===== config.mk =====
export PLATFORM = sky130hd
export DESIGN_NAME = pbc_div
export DESIGN_NICKNAME = d
export VERILOG_FILES = /design/src/hdl/pbc_div.sv
export SDC_FILE = /design/constraint.sdc
export NUM_CORES = 1
export LEC_CHECK = 0
export BUFFER_PORTS_ARGS = -buffer_cell sky130_fd_sc_hd__buf_2
export CORE_MARGIN = 4
export CORE_UTILIZATION = 50
export CTS_CLUSTER_DIAMETER = 60
export DETAILED_ROUTE_END_ITERATION = 10
export GPL_TIMING_DRIVEN = 0
export PLACE_DENSITY_LB_ADDON = 0.05
export SLEW_MARGIN = 20
export SYNTH_ARGS = -nofsm -noshare
export SYNTH_HDL_FRONTEND = slang
export SYNTH_SLANG_ARGS = --single-unit

===== constraint.sdc =====
create_clock -name clk -period 6.1 [get_ports clk]
set_input_delay 1.83 -clock clk [delete_from_list [all_inputs] [get_ports clk]]
set_output_delay 1.83 -clock clk [all_outputs]
set_load 0.02 [all_outputs]

===== src/hdl/pbc_div.sv =====
// pipelined restoring divider, one quotient bit per stage
module pbc_div #(
	parameter int DW = 29,
	parameter int VW = 17,
	parameter int QW = 8
) (
	input  logic          clk,
	input  logic          en,
	input  logic [DW-1:0] num,
	input  logic [VW-1:0] den,
	output logic [QW-1:0] quo
);

	localparam int CW = (DW > VW + QW) ? DW : VW + QW;

	logic [CW-1:0] rem_q [QW-1];
	logic [VW-1:0] den_q [QW-1];
	logic [QW-1:0] quo_q [QW];

	for (genvar k = 0; k < QW; k++) begin : g_st
		logic [CW-1:0] r_in;
		logic [CW-1:0] t;
		logic [VW-1:0] d_in;
		logic [QW-1:0] q_in;
		logic [QW-1:0] q_nx;
		logic          ge;

		if (k == 0) begin : g_first
			assign r_in = CW'(num);
			assign d_in = den;
			assign q_in = '0;
		end else begin : g_next
			assign r_in = rem_q[k-1];
			assign d_in = den_q[k-1];
			assign q_in = quo_q[k-1];
		end

		assign t  = CW'(d_in) << (QW - 1 - k);
		assign ge = (r_in >= t);

		always_comb begin
			q_nx = q_in;
			q_nx[QW-1-k] = ge;
		end

		always_ff @(posedge clk) begin
			if (en) begin
				quo_q[k] <= q_nx;
			end
		end

		if (k < QW - 1) begin : g_carry
			always_ff @(posedge clk) begin
				if (en) begin
					rem_q[k] <= ge ? r_in - t : r_in;
					den_q[k] <= d_in;
				end
			end
		end
	end

	assign quo = quo_q[QW-1];

endmodule


==> results of run 1 <==
## state kept, by name, indices dropped and copies added (netlist names)
register	cells
quo_q	36
rem_q	203
den_q	119
## cell type report
type,count,area (sq um)
plain buffers,41,160.2
clock buffers,50,1102
clock inverters,24,237.7
fillers,3392,17250
inverters,167,626.9
multi-input cells,1218,8577
flip-flops and latches,358,10750
well taps,525,656.9
repair buffers,58,367.9
## cell families after synthesis
kind of cell / after synthesis
AND/OR/NAND/NOR: 478
AO/OA/AOI/OAI: 419
flip-flops: 358
buffers and inverters: 208
adder cells (fa/ha/maj): 143
XOR/XNOR: 137
multiplexers: 41
## worst max-delay path, cell delays in order
cell      delay (ns)
buf_2           0.07
inv_1           0.04
ha_1            0.22
fa_1            0.41
nor2b_1         0.19
o31ai_1         0.11
a21oi_1         0.26
a31oi_1         0.25
o21ai_0         0.48
o221ai_1        0.22
nand3_1         0.48
buf_2           0.42
mux2_2          0.39
## power groups by stage
| stage | Sequential (mW) | Combinational [mW] | Clock (mW) |
|---|---|---|---|
| floorplan | 3.60 | 2.31 | 0 |
| global placement | 3.72 | 2.91 | 0 |
| detailed placement | 3.70 | 2.96 | 0 |
| CTS | 3.65 | 2.98 | 2.46 |
| global route | 3.71 | 3.36 | 2.59 |
| finish | 3.65 | 2.98 | 2.38 |
## cell usage after synthesis, drive strengths merged, types with 6 or more instances
cell type	count
edfxtp	358
inv	167
a21oi	144
nor2	143
ha	136
nand2	89
o21ai	83
xnor2	80
xor2	57
nor3	44
mux2	39
a21o	38
clkbuf	34
o21a	33
nand3	30
nand4	25
nor2b	25
nand2b	24
or3	22
nor4	19
a31oi	15
o31ai	14
o211ai	13
a211oi	12
o21bai	10
or4	10
o31a	9
or2	9
buf	7
fa	7
nor3b	7
nand4b	6
o2111ai	6
## routing by layer
metal / vias to the layer above / GRT usage (%) / part of all wire, %
met4: 0 / 13.16 / 8.0
met5: - / 0 / 0
li1: 6791 / - / -
met3: 129 / 3.182 / 3.0
met1: 6112 / 18.69 / 37
met2: 245 / 34.55 / 52
## worst max-delay path by stage
stage / startpoint / to / slack [ns]
global placement: en / quo_q[0][7] / -1.64
detailed placement: num[7] / rem_q[0][17] / 0.38
global route: num[7] / rem_q[0][17] / 0.96
finish: num[7] / rem_q[0][17] / 1.02
floorplan: num[7] / rem_q[0][17] / 1.44
CTS: num[7] / rem_q[0][17] / 0.98
## through the flow
step                setup TNS [ns]  worst slack, ns  util [%]  cell area, sq um  std cells
global placement           -570.30           -1.639     52.96             21040       2364
CTS                              0           0.9824     56.58             22480       2441
floorplan                        0            1.435         -             20110       1784
finish                           0            1.019     56.58             22480       2441
detailed placement               0           0.3789     53.20             21140       2367
global route                     0           0.9611     56.58             22480       2441
==> results.ini, run 1 <==
[synthesis]
yosysSeqAreaShare_pct=53.46
synthesis.area_sq_mm=0.02011
yosys.area_share.simple_pct=12.00
yosysWarnings=0
synthCells=1784
synth_compound_area_share_pct=13.22
yosys-top-cells-area=edfxtp_1, ha_1, a21oi_1, xnor2_1, inv_1
syn_nets=1975
synth_top_family_by_area=compound AO/OA/AOI/OAI gates
synth.area.mux_share_pct=2.284
ys_dominant_reg_cell=edfxtp_1
synth.distinct_cells=73
netlist.area_leader.share_pct=53.46
postSynthAreaPerCell_sq_um=11.27
ys_ff_latch=358
yosys.area.top_type=edfxtp_1
synthArstFlopShare_pct=0
synth_edf_count=358
synthAdderAreaFrac_pct=9.159
synth_xor_area_share_pct=5.967

[floorplan]
core_area_sq_mm=0.03973
ioPinCount=56
die_y_microns=208.5
initial_core_util_pct=50.61
core.rowCount=73
die_area_sq_mm=0.04349
die_w_microns=208.5

[min_path]
hp-class=reg -> reg
hp-start=quo_q[1][19]
hold_path_end=quo_q[1][27]
min_path_cells=0

[worst_setup_path]
cp.required_ns=6.39
rr_worst_depth=11
cp_max_fo=10
reg2reg_slack_ns=1.66
r2r_end=rem_q[1][21]
regToRegStartpoint=den_q[0][1]
arrival_ns=5.37
critPathCaptureType=register
path_class=in -> reg
cp-start-kind=primary input

[route]
ant_nets=0
drtIter0Drc=617
drcViolationCount=0
routed_wl_microns=40380
routed_via_density=5.439
wire_per_inst_microns=16.54
drtPass1Iterations=7
route.vias.total=13280

[sta]
period_share_pct=83.30
setup_viol=0
drv_slew=0
fmax_mhz=196.8
worstMarginPinSlew_ns=0.9934
hold_violations=0
finClkSkew_ns=0.01741
hold_slack_ns=0.4181
period_needed_ns=5.081
rsz0062_at_grt=false
slew_headroom_pct=32.91

[power_and_ir_drop]
powerDensity_mw_per_mm2=400.9
power.total_mw=9.013
leakage_nw=8.816
p_switching_mw=2.866
switching_share_pct=31.80
irDropWorstVdd_v=0.0002165
p_comb_share_pct=33.0
power.share.sequential_pct=40.5
internal_power_mw=6.146
p_clk_share_pct=26.5

[clock_tree]
clk_path_buf_depth=3
clk_pin_slew_worst_paths_ns=0.05
cts_made_buffers=41
clock-sinks=358
cts_tree=built
ctsHoldBuffers=0
cts-root-buf=clkbuf_16
htree_levels=2
cts_resized=0
post_cts_buffers=0
clk_latency_ns=0.55

[placed_design]
dp_hpwl_microns=31650
port_buffers=55
gp_congestion=0.8760

[final_layout]
drive_gt1_share_pct=9.760
area_delta_synth_final_pct=11.79
antennaDiodeCount=0
final_nets=2076
layout_commonest_cell=edfxtp_1
final_cell_mix=edfxtp_1, inv_1, a21oi_1, nor2_1, ha_1

[global_routing]
grt_usage_pct=18.59
overflow=0
grt_pass1_vias=13690
grt_pass1_wl_microns=65610
grt_max_degree=103
antenna_found_initial=0

[run]
cap_violations=0

[status]
status=finished, final reports clean

Note: power is estimated with default switching activity, not from simulation.
==> inputs of run 2 (changes only) <==
--- a/config.mk
+++ b/config.mk
@@ -5,6 +5,7 @@
 export SDC_FILE = /design/constraint.sdc
 export NUM_CORES = 1
 export LEC_CHECK = 0
+export ABC_AREA = 1
 export BUFFER_PORTS_ARGS = -buffer_cell sky130_fd_sc_hd__buf_2
 export CORE_MARGIN = 4
 export CORE_UTILIZATION = 50
==> constraint.sdc (replaced) <==
create_clock -name clk -period 5 [get_ports clk]
set_input_delay 1.5 -clock clk [delete_from_list [all_inputs] [get_ports clk]]
set_output_delay 1.5 -clock clk [all_outputs]
set_load 0.02 [all_outputs]
==> run 2 against run 1 <==
  * Clock skew rose by 0.0086 ns
  * Design area rose by 24%
  * Power up 41%
  * Worst hold slack got worse by 0.027 ns
  * Clock-buffer cell count decreased by 4
  * Largest cell class is now multi-input gates
  * Non-clock buffer count down 13
  * Register-to-register slack gained 0.55 ns
  * Synthesized area is 25% higher
==> results.ini, run 2 <==
[power_and_ir_drop]
p_clk_share_pct=26.4
p_switching_mw=4.973
internal_power_mw=7.732
p_comb_share_pct=38.5
switching_share_pct=39.14
leakage_nw=14.14
powerDensity_mw_per_mm2=454.1
irDropWorstVdd_v=0.0002910
power.share.sequential_pct=35.1

[synthesis]
synth.distinct_cells=43
ys_dominant_reg_cell=edfxtp_1
yosys.area.top_type=edfxtp_1
ys_ff_latch=358
netlist.area_leader.share_pct=42.61
yosys-top-cells-count=nand2_1, inv_1, edfxtp_1, nor2_1, nand3_1
synthesis.area_sq_mm=0.02523
yosys-top-cells-area=edfxtp_1, nand2_1, inv_1, ha_1, nor2_1
yosysWarnings=0
syn_nets=3623
yosysMostFrequentCell=nand2_1
postSynthAreaPerCell_sq_um=7.352
synthCells=3432
synthArstFlopShare_pct=0
synth_edf_count=358
yosysSeqAreaShare_pct=42.61

[global_routing]
grt_max_degree=108
grt_pass1_vias=19790
grt_usage_pct=25.87
grt_pass1_wl_microns=108300
antenna_found_initial=1
overflow=0

[clock_tree]
cts_tree=built
clock-sinks=358
cts-root-buf=clkbuf_16
clk_latency_ns=0.58
clk_pin_slew_worst_paths_ns=0.06
ctsHoldBuffers=0
cts_resized=0
htree_levels=2
cts_made_buffers=43
clk_path_buf_depth=3
post_cts_buffers=0

[worst_setup_path]
arrival_ns=3.36
regToRegStartpoint=rem_q[1][5]
crit_slowest_cell=ha_1
path_class=in -> reg
cp-start-kind=primary input
cp_max_fo=10
critical-path-top-delay-family=simple AND/OR/NAND/NOR gates
reg2reg_slack_ns=2.21
path_cells=buf_2, inv_1, ha_1, nand2_1, inv_1, a21oi_1, nand2_1, nand2_1, nand3_2, nor2_4, buf_6, a21oi_1
max_stage_delay_ns=0.35
cp.required_ns=5.29
rr_worst_depth=13
crit_top_cell=nand2_1
worstPathBufferInverterCount=4
r2r_end=rem_q[2][16]
critPathCaptureType=register

[sta]
layout_setup_ws_ns=1.923
setup_viol=0
hold_violations=0
period_share_pct=61.55
finClkSkew_ns=0.02597
worstMarginPinSlew_ns=0.5564
setup-tns-final_ns=0
drv_slew=0
period_needed_ns=3.077
slew_headroom_pct=62.91
fmax_mhz=324.9
hold_slack_ns=0.3913
rsz0062_at_grt=false

[min_path]
hold_path_end=quo_q[1][29]
hp-start=quo_q[1][21]
hp-class=reg -> reg
min_path_cells=0

[floorplan]
die_area_sq_mm=0.05412
core_area_sq_mm=0.05007
die_w_microns=232.6
die_y_microns=232.6
core.rowCount=82
initial_core_util_pct=50.39
ioPinCount=56

[route]
wire_per_inst_microns=16.60
routed_wl_microns=70400
drtIter0Drc=1604
drtPass1Iterations=7
drcViolationCount=0
ant_nets=0
route.vias.total=21250
routed_via_density=5.011

[final_layout]
largest_reg_flops=203
area_delta_synth_final_pct=10.90
reg_top3=rem_q: 203 flops, den_q: 119 flops, quo_q: 36 flops
fill_cells=4860
final_cell_mix=nand2_1, inv_1, edfxtp_1, nor2_1, nand3_1
layout_commonest_cell=nand2_1
final_nets=3726
antennaDiodeCount=0
drive_gt1_share_pct=7.988
regMostFlops=rem_q

[placed_design]
dp_slack_ns=1.359
gp_congestion=0.9385
dp_hpwl_microns=57930
port_buffers=55

[status]
status=finished, final reports clean

[run]
cap_violations=0

-- run 2: changes by cell type in the layout (fill, tap and decap cells not counted), moves of 39 or more --
cell and change:
a21oi_1 -73, a21oi_2 +39, clkbuf_1 -39, inv_1 +509
mux2_2 -39, nand2_1 +1298, nand3_1 +162, nor2_1 +125
o21ai_0 -68, xnor2_1 -74
-- run 2: cell families after synthesis --
group,after synthesis,share of synthesized area [%]
flip-flops,358,42.61
buffers and inverters,716,11.37
AND/OR/NAND/NOR,2019,33.20
AO/OA/AOI/OAI,133,3.342
adder cells (fa/ha/maj),143,7.299
XOR/XNOR,63,2.187
-- run 2: how the worst max path moves through the flow --
stage,from,end,slack [ns],cells past startpoint
2_1_floorplan,num[7],rem_q[0][23],1.92,13
3_3_place_gp,en,rem_q[6][23],-2.62,1
3_5_place_dp,den[13],rem_q[0][28],1.36,12
4_1_cts,den[13],rem_q[0][28],1.95,12
5_1_grt,den[13],rem_q[0][28],1.79,12
6_report,den[13],rem_q[0][28],1.92,12
-- run 2: power groups by stage --
stage          logic [mW]  clock network [mW]  registers [mW]
2_1_floorplan        3.61                   0            4.29
3_3_place_gp         4.78                   0            4.56
3_5_place_dp         4.83                   0            4.53
4_1_cts              4.86                3.44            4.47
5_1_grt              5.56                3.56            4.51
6_report             4.89                3.35            4.46
-- run 2: cell type report --
| type | count | area, sq um | share of cell area [%] |
|---|---|---|---|
| buffer | 28 | 280.3 | 1.002 |
| clock inverter | 32 | 432.9 | 1.547 |
| inverter | 688 | 2587 | 9.247 |
| sequential | 358 | 10750 | 38.42 |
| multi-input combinational | 2358 | 11610 | 41.50 |
| tap | 672 | 840.8 | 3.005 |
| timing repair buffer | 58 | 367.9 | 1.315 |
| clock buffer | 46 | 1109 | 3.962 |
-- run 2: routing by layer --
layer / global-route usage, % / part of all wire (%) / vias to the layer above
met3: 3.061 / 4.7 / 106
met1: 33.66 / 44 / 9723
met2: 45.91 / 49 / 536
li1: - / - / 10880
met5: 0 / 0 / -
met4: 6.687 / 2.6 / 0
-- run 2: metrics by stage --
| stage | util, % | cells | power (mW) | area [sq um] |
|---|---|---|---|---|
| after detailed placement | 52.81 | 4162 | 9.363 | 26440 |
| after CTS | 55.89 | 4240 | 12.77 | 27980 |
| after global routing | 55.89 | 4240 | 13.63 | 27980 |
| after floorplan | - | 3432 | 7.904 | 25230 |
| final | 55.89 | 4240 | 12.71 | 27980 |
| after global placement | 52.62 | 4159 | 9.340 | 26350 |
-- run 2: worst reg2reg max path, cell delays in order, from the launching register on --
cell      delay (ns)
edfxtp_1        0.44
inv_1           0.09
ha_1            0.15
inv_1           0.10
fa_1            0.51
nand2_1         0.11
nand3_1         0.06
nand2_1         0.18
o21ai_2         0.15
nand3_2         0.12
nand4_4         0.22
buf_6           0.26
nand2_1         0.08
nand2_1         0.07
