[config.mk]
export PLATFORM = sky130hd
export DESIGN_NAME = pbc_blend
export DESIGN_NICKNAME = d
export VERILOG_FILES = /design/src/hdl/pbc_pkg.sv /design/src/hdl/pbc_delay.sv /design/src/hdl/pbc_div.sv /design/src/hdl/pbc_blend.sv
export SDC_FILE = /design/constraint.sdc
export NUM_CORES = 2
export LEC_CHECK = 0
export BUFFER_PORTS_ARGS = -buffer_cell sky130_fd_sc_hd__clkbuf_2
export CAP_MARGIN = 20
export CORE_AREA = 3 3 421 423
export DETAILED_ROUTE_END_ITERATION = 10
export DIE_AREA = 0 0 424 426
export PLACE_DENSITY = 0.7
export SLEW_MARGIN = 20
export SYNTH_ARGS = -nofsm -noshare
export SYNTH_HDL_FRONTEND = slang
export SYNTH_SLANG_ARGS = --single-unit
[constraint.sdc]
create_clock -name clk -period 17.4 [get_ports clk]
set_input_delay 5.22 -clock clk [delete_from_list [all_inputs] [get_ports clk]]
set_output_delay 5.22 -clock clk [all_outputs]
set_load 0.005 [all_outputs]
[src/hdl/pbc_pkg.sv]
// shared constants, mode codes and table functions for the pixel blend compositor
package pbc_pkg;

	localparam logic [16:0] Q_ONE   = 17'h10000;
	localparam logic [16:0] Q_HALF  = 17'h08000;
	localparam logic [16:0] Q_QUART = 17'h04000;

	localparam logic [3:0] BM_NORMAL   = 4'd0;
	localparam logic [3:0] BM_ADD      = 4'd1;
	localparam logic [3:0] BM_DARKEST  = 4'd2;
	localparam logic [3:0] BM_LIGHTEST = 4'd3;
	localparam logic [3:0] BM_DIFF     = 4'd4;
	localparam logic [3:0] BM_EXCL     = 4'd5;
	localparam logic [3:0] BM_MULTIPLY = 4'd6;
	localparam logic [3:0] BM_SCREEN   = 4'd7;
	localparam logic [3:0] BM_OVERLAY  = 4'd8;
	localparam logic [3:0] BM_HARD     = 4'd9;
	localparam logic [3:0] BM_SOFT     = 4'd10;
	localparam logic [3:0] BM_DODGE    = 4'd11;
	localparam logic [3:0] BM_BURN     = 4'd12;
	localparam logic [3:0] BM_REPLACE  = 4'd13;
	localparam logic [3:0] BM_REMOVE   = 4'd14;

	localparam logic REG_BLEND_MODE = 1'b0;

	function automatic logic [16:0] to_q16(input logic [7:0] b);
		return {1'b0, b, b} + 17'(b[7]);
	endfunction

	function automatic logic [30:0] soft_g(input logic [7:0] b);
		logic [63:0] d;
		logic [63:0] t;
		d = 64'(to_q16(b));
		t = d * (64'(Q_ONE) - d);
		return t[30:0];
	endfunction

	function automatic logic [16:0] soft_h(input logic [7:0] b);
		logic [63:0] d;
		logic [63:0] x;
		logic [63:0] r;
		logic [63:0] bt;
		logic [63:0] h;
		logic [63:0] pos;
		logic [63:0] neg;
		d = 64'(to_q16(b));
		if (d <= 64'(Q_QUART)) begin
			pos = 64'd16 * d * d * d + ((64'd4 * d) << 32);
			neg = (64'd12 * d * d) << 16;
			h = (pos - neg + 64'h8000_0000) >> 32;
		end else begin
			x = d << 16;
			r = '0;
			bt = 64'd1 << 32;
			for (int i = 0; i < 17; i++) begin
				if (x >= r + bt) begin
					x = x - (r + bt);
					r = (r >> 1) + bt;
				end else begin
					r = r >> 1;
				end
				bt = bt >> 2;
			end
			if (x > r) begin
				r = r + 64'd1;
			end
			h = r;
		end
		if (h < d) begin
			h = d;
		end
		return h[16:0];
	endfunction

endpackage

[src/hdl/pbc_delay.sv]
// enabled shift line that keeps side data aligned with the pipeline
module pbc_delay #(
	parameter int W = 8,
	parameter int D = 1
) (
	input  logic         clk,
	input  logic         en,
	input  logic [W-1:0] din,
	output logic [W-1:0] dout
);

	logic [W-1:0] sr_q [D];

	always_ff @(posedge clk) begin
		if (en) begin
			sr_q[0] <= din;
			for (int k = 1; k < D; k++) begin
				sr_q[k] <= sr_q[k-1];
			end
		end
	end

	assign dout = sr_q[D-1];

endmodule

[src/hdl/pbc_div.sv]
// pipelined restoring divider, one quotient bit per stage
module pbc_div #(
	parameter int DW = 29,
	parameter int VW = 17,
	parameter int QW = 8
) (
	input  logic          clk,
	input  logic          en,
	input  logic [DW-1:0] num,
	input  logic [VW-1:0] den,
	output logic [QW-1:0] quo
);

	localparam int CW = (DW > VW + QW) ? DW : VW + QW;

	logic [CW-1:0] rem_q [QW-1];
	logic [VW-1:0] den_q [QW-1];
	logic [QW-1:0] quo_q [QW];

	for (genvar k = 0; k < QW; k++) begin : g_st
		logic [CW-1:0] r_in;
		logic [CW-1:0] t;
		logic [VW-1:0] d_in;
		logic [QW-1:0] q_in;
		logic [QW-1:0] q_nx;
		logic          ge;

		if (k == 0) begin : g_first
			assign r_in = CW'(num);
			assign d_in = den;
			assign q_in = '0;
		end else begin : g_next
			assign r_in = rem_q[k-1];
			assign d_in = den_q[k-1];
			assign q_in = quo_q[k-1];
		end

		assign t  = CW'(d_in) << (QW - 1 - k);
		assign ge = (r_in >= t);

		always_comb begin
			q_nx = q_in;
			q_nx[QW-1-k] = ge;
		end

		always_ff @(posedge clk) begin
			if (en) begin
				quo_q[k] <= q_nx;
			end
		end

		if (k < QW - 1) begin : g_carry
			always_ff @(posedge clk) begin
				if (en) begin
					rem_q[k] <= ge ? r_in - t : r_in;
					den_q[k] <= d_in;
				end
			end
		end
	end

	assign quo = quo_q[QW-1];

endmodule

[src/hdl/pbc_blend.sv]
// per-channel blend result, multiply path and saturating divide path
module pbc_blend (
	input  logic        clk,
	input  logic        en,
	input  logic [3:0]  mode,
	input  logic [16:0] d,
	input  logic [16:0] s,
	input  logic [30:0] g,
	input  logic [16:0] h,
	output logic [16:0] bc
);

	localparam int DIV_QW = 17;

	function automatic logic [16:0] sat17(input logic [33:0] v);
		return (v > 34'(pbc_pkg::Q_ONE)) ? pbc_pkg::Q_ONE : v[16:0];
	endfunction

	logic [17:0] s2x;
	logic        lo;
	logic [16:0] op_a;
	logic [30:0] op_b;
	logic [16:0] den_d;
	logic [16:0] one_d;
	logic [32:0] dv_num;
	logic [16:0] dv_den;
	logic        dv_sp;
	logic        dv_ov;

	logic [47:0] m_b1;
	logic [16:0] d_b1;
	logic [16:0] s_b1;
	logic        lo_b1;
	logic [32:0] num_b1;
	logic [16:0] den_b1;
	logic        sat_b1;

	assign s2x   = {s, 1'b0};
	assign den_d = pbc_pkg::Q_ONE - s;
	assign one_d = pbc_pkg::Q_ONE - d;

	always_comb begin
		case (mode) inside
			pbc_pkg::BM_OVERLAY: lo = (d <= pbc_pkg::Q_HALF);
			default:             lo = (s <= pbc_pkg::Q_HALF);
		endcase
	end

	always_comb begin
		op_a = '0;
		op_b = '0;
		case (mode) inside
			pbc_pkg::BM_EXCL, pbc_pkg::BM_MULTIPLY: begin
				op_a = d;
				op_b = 31'(s);
			end
			pbc_pkg::BM_SCREEN: begin
				op_a = one_d;
				op_b = 31'(den_d);
			end
			pbc_pkg::BM_OVERLAY, pbc_pkg::BM_HARD: begin
				op_a = lo ? d : one_d;
				op_b = lo ? 31'(s) : 31'(den_d);
			end
			pbc_pkg::BM_SOFT: begin
				op_a = lo ? 17'(18'(pbc_pkg::Q_ONE) - s2x) : 17'(s2x - 18'(pbc_pkg::Q_ONE));
				op_b = lo ? g : 31'(h - d);
			end
			default: begin
				op_a = '0;
				op_b = '0;
			end
		endcase
	end

	always_comb begin
		if (mode == pbc_pkg::BM_BURN) begin
			dv_num = {one_d, 16'b0} + 33'(s >> 1);
			dv_den = s;
			dv_sp  = (s == '0);
		end else begin
			dv_num = {d, 16'b0} + 33'(den_d >> 1);
			dv_den = den_d;
			dv_sp  = (s == pbc_pkg::Q_ONE);
		end
		dv_ov = (17'(dv_num[32:17]) >= dv_den);
	end

	always_ff @(posedge clk) begin
		if (en) begin
			m_b1   <= 48'(op_a) * 48'(op_b);
			d_b1   <= d;
			s_b1   <= s;
			lo_b1  <= lo;
			num_b1 <= dv_num;
			den_b1 <= dv_den;
			sat_b1 <= dv_sp | dv_ov;
		end
	end

	logic [48:0] m1r;
	logic [48:0] m2r;
	logic [49:0] ex;
	logic [49:0] sl;
	logic [33:0] sh;
	logic [16:0] r;
	logic        sel;

	assign m1r = 49'(m_b1) + 49'(pbc_pkg::Q_HALF);
	assign m2r = (49'(m_b1) << 1) + 49'(pbc_pkg::Q_HALF);
	assign ex  = (50'(18'(d_b1) + 18'(s_b1)) << 16) - (50'(m_b1) << 1)
		+ 50'(pbc_pkg::Q_HALF);
	assign sl  = (50'(d_b1) << 32) - 50'(m_b1) + 50'h8000_0000;
	assign sh  = 34'(d_b1) + 34'(m1r[48:16]);

	always_comb begin
		case (mode) inside
			pbc_pkg::BM_ADD:      r = sat17(34'(d_b1) + 34'(s_b1));
			pbc_pkg::BM_DARKEST:  r = (d_b1 < s_b1) ? d_b1 : s_b1;
			pbc_pkg::BM_LIGHTEST: r = (d_b1 > s_b1) ? d_b1 : s_b1;
			pbc_pkg::BM_DIFF:     r = (d_b1 > s_b1) ? d_b1 - s_b1 : s_b1 - d_b1;
			pbc_pkg::BM_EXCL:     r = ex[32:16];
			pbc_pkg::BM_MULTIPLY: r = m1r[32:16];
			pbc_pkg::BM_SCREEN:   r = pbc_pkg::Q_ONE - m1r[32:16];
			pbc_pkg::BM_OVERLAY, pbc_pkg::BM_HARD:
				r = lo_b1 ? sat17(m2r[48:15] >> 1) : pbc_pkg::Q_ONE - m2r[32:16];
			pbc_pkg::BM_SOFT:     r = lo_b1 ? sl[48:32] : sat17(sh);
			pbc_pkg::BM_DODGE:    r = pbc_pkg::Q_ONE;
			pbc_pkg::BM_BURN:     r = '0;
			default:              r = s_b1;
		endcase
	end

	assign sel = ((mode == pbc_pkg::BM_DODGE) || (mode == pbc_pkg::BM_BURN)) && !sat_b1;

	logic [16:0] r_b2;
	logic        sel_b2;
	logic [16:0] r_dly;
	logic        sel_dly;
	logic [16:0] q;
	logic [16:0] qs;

	always_ff @(posedge clk) begin
		if (en) begin
			r_b2   <= r;
			sel_b2 <= sel;
		end
	end

	// line up the direct result with the divider output
	pbc_delay #(.W(18), .D(DIV_QW - 1)) u_align (
		.clk  (clk),
		.en   (en),
		.din  ({sel_b2, r_b2}),
		.dout ({sel_dly, r_dly})
	);

	pbc_div #(.DW(33), .VW(17), .QW(DIV_QW)) u_div (
		.clk (clk),
		.en  (en),
		.num (num_b1),
		.den (den_b1),
		.quo (q)
	);

	assign qs = sat17(34'(q));

	always_ff @(posedge clk) begin
		if (en) begin
			if (sel_dly) begin
				bc <= (mode == pbc_pkg::BM_BURN) ? pbc_pkg::Q_ONE - qs : qs;
			end else begin
				bc <= r_dly;
			end
		end
	end

endmodule

==> results.md <==
- Setup bufs post-CTS: 0
- Number of synthesized flops with an enable pin: 1,272
- I/O Pins: 105
- Post-synthesis async set-or-reset flop share: 0
- Final core occ: 0.5435
- Fill count: 15,060
- Fmax: 62.73 MHz
- Nets@finish: 9,456
- CP required: 17,930 ps
- Initial Utilization: 0.4993
- Gp weighted congestion: 0.9567
- Fin. Hold Viols: 0
- Worst Setup SP: d[0]
- Layout cell share with drive strength beyond 1: 0.06391
- Die area: 180,600 µm²
- Min Tclk post-route: 15,940 ps
- Placed cells: 10,550
- Clock-pin transition on the worst setup and hold timing paths: 60 ps
- Mean post-synth cell area: 10.50 µm²
- Slowest Stage Delay on Critical Path: 770 ps
- Post-synthesis mux area share: 0.01298
- Core ar.: 173,800 µm²
- XOR/XNOR Fraction of Synth Area: 0.05561
- Hold buffer count at CTS: 0
- HP Class: reg2reg
- Final hold slack: 402.3 ps
- Vias in the first global route: 62,810
- Initial antenna violation count: 5
- Hold Path Cell Cnt: 0
- Clock Sinks: 1,272
- CTS tree: done
- CP endpoint kind: flip-flop
- Critical path startpoint category: input pin
- Most frequent CP cell: fa_1
- Worst R2R Setup Slack: 10,610 ps
- Slowest stage cell, crit path: a32oi_1
- Netlist cell types: 102
- CTS resizes: 0
- Synth warn: 0
- Seq pwr share: 0.381
- Setup violations, final: 0
- RSZ-0062 raised after global routing: no
- Multi-input logic area: 43,920 µm²
- CP Capture Point: m_b1[47]$_DFFE_PP_
- Period utilization: 0.9162
- DRC: 0
- R2R Path End: r_b2[4]$_DFFE_PP_
- Internal: 7.599 mW
- Pin count of the biggest net entering global routing: 199
- Vias/cell: 5.833
- Run status: completed
- DR vias: 62,970
- IO Port Bufs: 104
- Register area: 38,200 µm²
- DRT iter0 DRCs: 5,070
- Post-synthesis sequential area ratio: 0.4401
- Slew headroom: 0.2184
- Total Power: 12.08 mW
- Class of the most critical setup path: in2reg
- Adder-Cell Fraction of Synth Area: 0.1847
- Clk network pwr share: 0.229
- Worst vdd ir: 0.08837 mV
- Least-Margin Pin Slew: 1172 ps
- Psw: 4.485 mW
- DRT Pass-1 Iters: 5
- Num rows: 153
- Synth Area in Compound Gates: 0.1162
- Maxcap violations: 0
- Leakage: 38.72 nW
- Post-Route Skew: 51.11 ps
- Critical Path AT: 16,470 ps
- R2R cell count: 17
- Cts bufs inserted: 135
- Net Sw Frac: 0.3712
- Synth Flop Type: edfxtp_1
- GR Overflow Total: 0
- Synth Instances: 8,265
- Routed Antenna Nets: 0
- Critical path peak fanout: 26
- Dpl hpwl: 185.9 mm
- Clk Latency, worst-skew pair: 780 ps
- RR Startpoint: m_b1[15]$_DFFE_PP_
- Combinational power share: 0.390
- Final std cells w/o fill: 10,790
- Die width: 424 µm
- Max Root-Sink Buffers: 3
- Area delta synth->final: 8.845%
- Combinational family with the most area after synthesis: adder cells
- Pwr Density: 127.9 nW/µm²
- CTS root buf: clkbuf_16
- Final WL: 241.0 mm
- Chip height: 426 µm
- Syn Std Cell Area: 86,790 µm²
- H-Tree Depth: 4
- Yosys reg bits: 1,272
- Max-slew violations: 0
- Synth Area in Simple Gates: 0.1343
- Routed len/inst: 22.32 µm
- Total GRT Usage: 0.2665
- Final setup TNS: 0 ps
- First-pass GRT wire length: 369.5 mm
cells by family after synthesis:
family | Yosys count
compound gates | 1587
xor+xnor | 551
fa+ha+maj | 1008
buf+inv | 1270
flops | 1272
mux | 105
other cells | 1
simple gates | 2471
critical path: cells and delay by family:
family / cells / cell delay (ps)
xor gates and xnor gates: 1 / 110
adders and majority gates: 8 / 3890
buffers and inverters: 6 / 1240
AOI/OAI and AO/OA: 15 / 4530
and+or+nand+nor: 6 / 1470
cell type report:
class	count	share of cell area
multi-input cells	5736	0.4649
flip-flops and latches	1272	0.4043
diodes	4	0.0001060
clock buffers	157	0.03686
clock inverters	85	0.008517
repair buffers	207	0.01437
inverters	1008	0.04005
well taps	2325	0.03080
state kept, by name, summed over array words and instances, names as in the netlist:
signal and flops:
u_div.rem_q 469, u_align.sr_q 288, u_div.den_q 211, u_div.quo_q 153, m_b1 48, num_b1 32, bc 17, d_b1 17
r_b2 17, s_b1 17, lo_b1 1, sat_b1 1, sel_b2 1
power by group through the flow:
stage | Clock [mW] | Sequential, mW | Combinational [mW]
2_1_floorplan | 0 | 4.41 | 3.49
3_3_place_gp | 0 | 4.65 | 4.54
3_5_place_dp | 0 | 4.66 | 4.63
4_1_cts | 2.83 | 4.60 | 4.67
5_1_grt | 2.96 | 4.65 | 5.22
6_report | 2.77 | 4.60 | 4.72
metal layers:
metal / track usage / part of all wire / up-vias / wire (µm)
met5: 0 / 0.000054 / - / 13
met4: 0.1722 / 0.072 / 2 / 17410
met3: 0.03581 / 0.058 / 658 / 13910
met2: 0.4474 / 0.48 / 2285 / 116500
met1: 0.3235 / 0.39 / 30810 / 93100
li1: - / - / 29220 / -
placed cells by master (no fill, tap or decap), types with 72 or more instances in the layout:
| cell type | n |
|---|---|
| a21o_1 | 151 |
| a21oi_1 | 514 |
| and2_1 | 76 |
| buf_4 | 98 |
| clkbuf_16 | 136 |
| clkbuf_2 | 103 |
| edfxtp_1 | 1272 |
| fa_1 | 455 |
| ha_1 | 553 |
| inv_1 | 1005 |
| nand2_1 | 782 |
| nand2b_1 | 76 |
| nand3_1 | 142 |
| nand4_1 | 119 |
| nor2_1 | 689 |
| nor2b_1 | 85 |
| nor3_1 | 148 |
| nor4_1 | 92 |
| o21ai_0 | 340 |
| or3_1 | 72 |
| xnor2_1 | 353 |
| xor2_1 | 198 |
cells in the mapped netlist (20+ instances only):
master       n  area share
edfxtp_1  1272        0.44
inv_1     1005       0.043
nand2_1    784       0.034
nor2_1     692       0.030
ha_1       553       0.080
a21oi_1    516       0.030
fa_1       455        0.10
xnor2_1    353       0.036
o21ai_0    343       0.020
clkbuf_1   221      0.0096
xor2_1     198       0.020
nor3_1     153      0.0088
a21o_1     151       0.013
nand3_1    142      0.0082
nand4_1    119      0.0086
nor4_1      92      0.0066
nor2b_1     85      0.0061
and2_1      76      0.0055
nand2b_1    76      0.0055
or3_1       72      0.0052
mux2_2      60      0.0078
o21a_1      60      0.0052
o31ai_1     50      0.0043
and3_1      47      0.0034
a211oi_1    46      0.0040
a31oi_1     45      0.0032
mux2i_1     45      0.0052
a21boi_0    41      0.0035
o211ai_1    30      0.0026
a221oi_1    28      0.0028
o21bai_1    25      0.0022
o221ai_1    22      0.0022
and4_1      21      0.0021
o22ai_1     21      0.0015
or4_1       21      0.0018
a211o_1     20      0.0020
buf_1       20     0.00086
per-stage QoR:
stage	setup WS (ps)	area, µm²
detailed placement	840.6	90150
CTS	1686	94430
global placement	1043	90140
floorplan	2575	86840
global route	900.3	94460
finish	1458	94460
how the worst min path moves through the flow:
| stage | end | startpoint |
|---|---|---|
| floorplan | u_align.sr_q[0][0]$_DFFE_PP_ | r_b2[0]$_DFFE_PP_ |
| global placement | u_div.quo_q[0][165]$_DFFE_PP_ | u_div.quo_q[0][148]$_DFFE_PP_ |
| detailed placement | u_align.sr_q[0][109]$_DFFE_PP_ | u_align.sr_q[0][91]$_DFFE_PP_ |
| CTS | u_div.quo_q[0][265]$_DFFE_PP_ | u_div.quo_q[0][248]$_DFFE_PP_ |
| global route | u_align.sr_q[0][113]$_DFFE_PP_ | u_align.sr_q[0][95]$_DFFE_PP_ |
| finish | u_align.sr_q[0][76]$_DFFE_PP_ | u_align.sr_q[0][58]$_DFFE_PP_ |
Note: power is estimated with default switching activity, not from simulation.
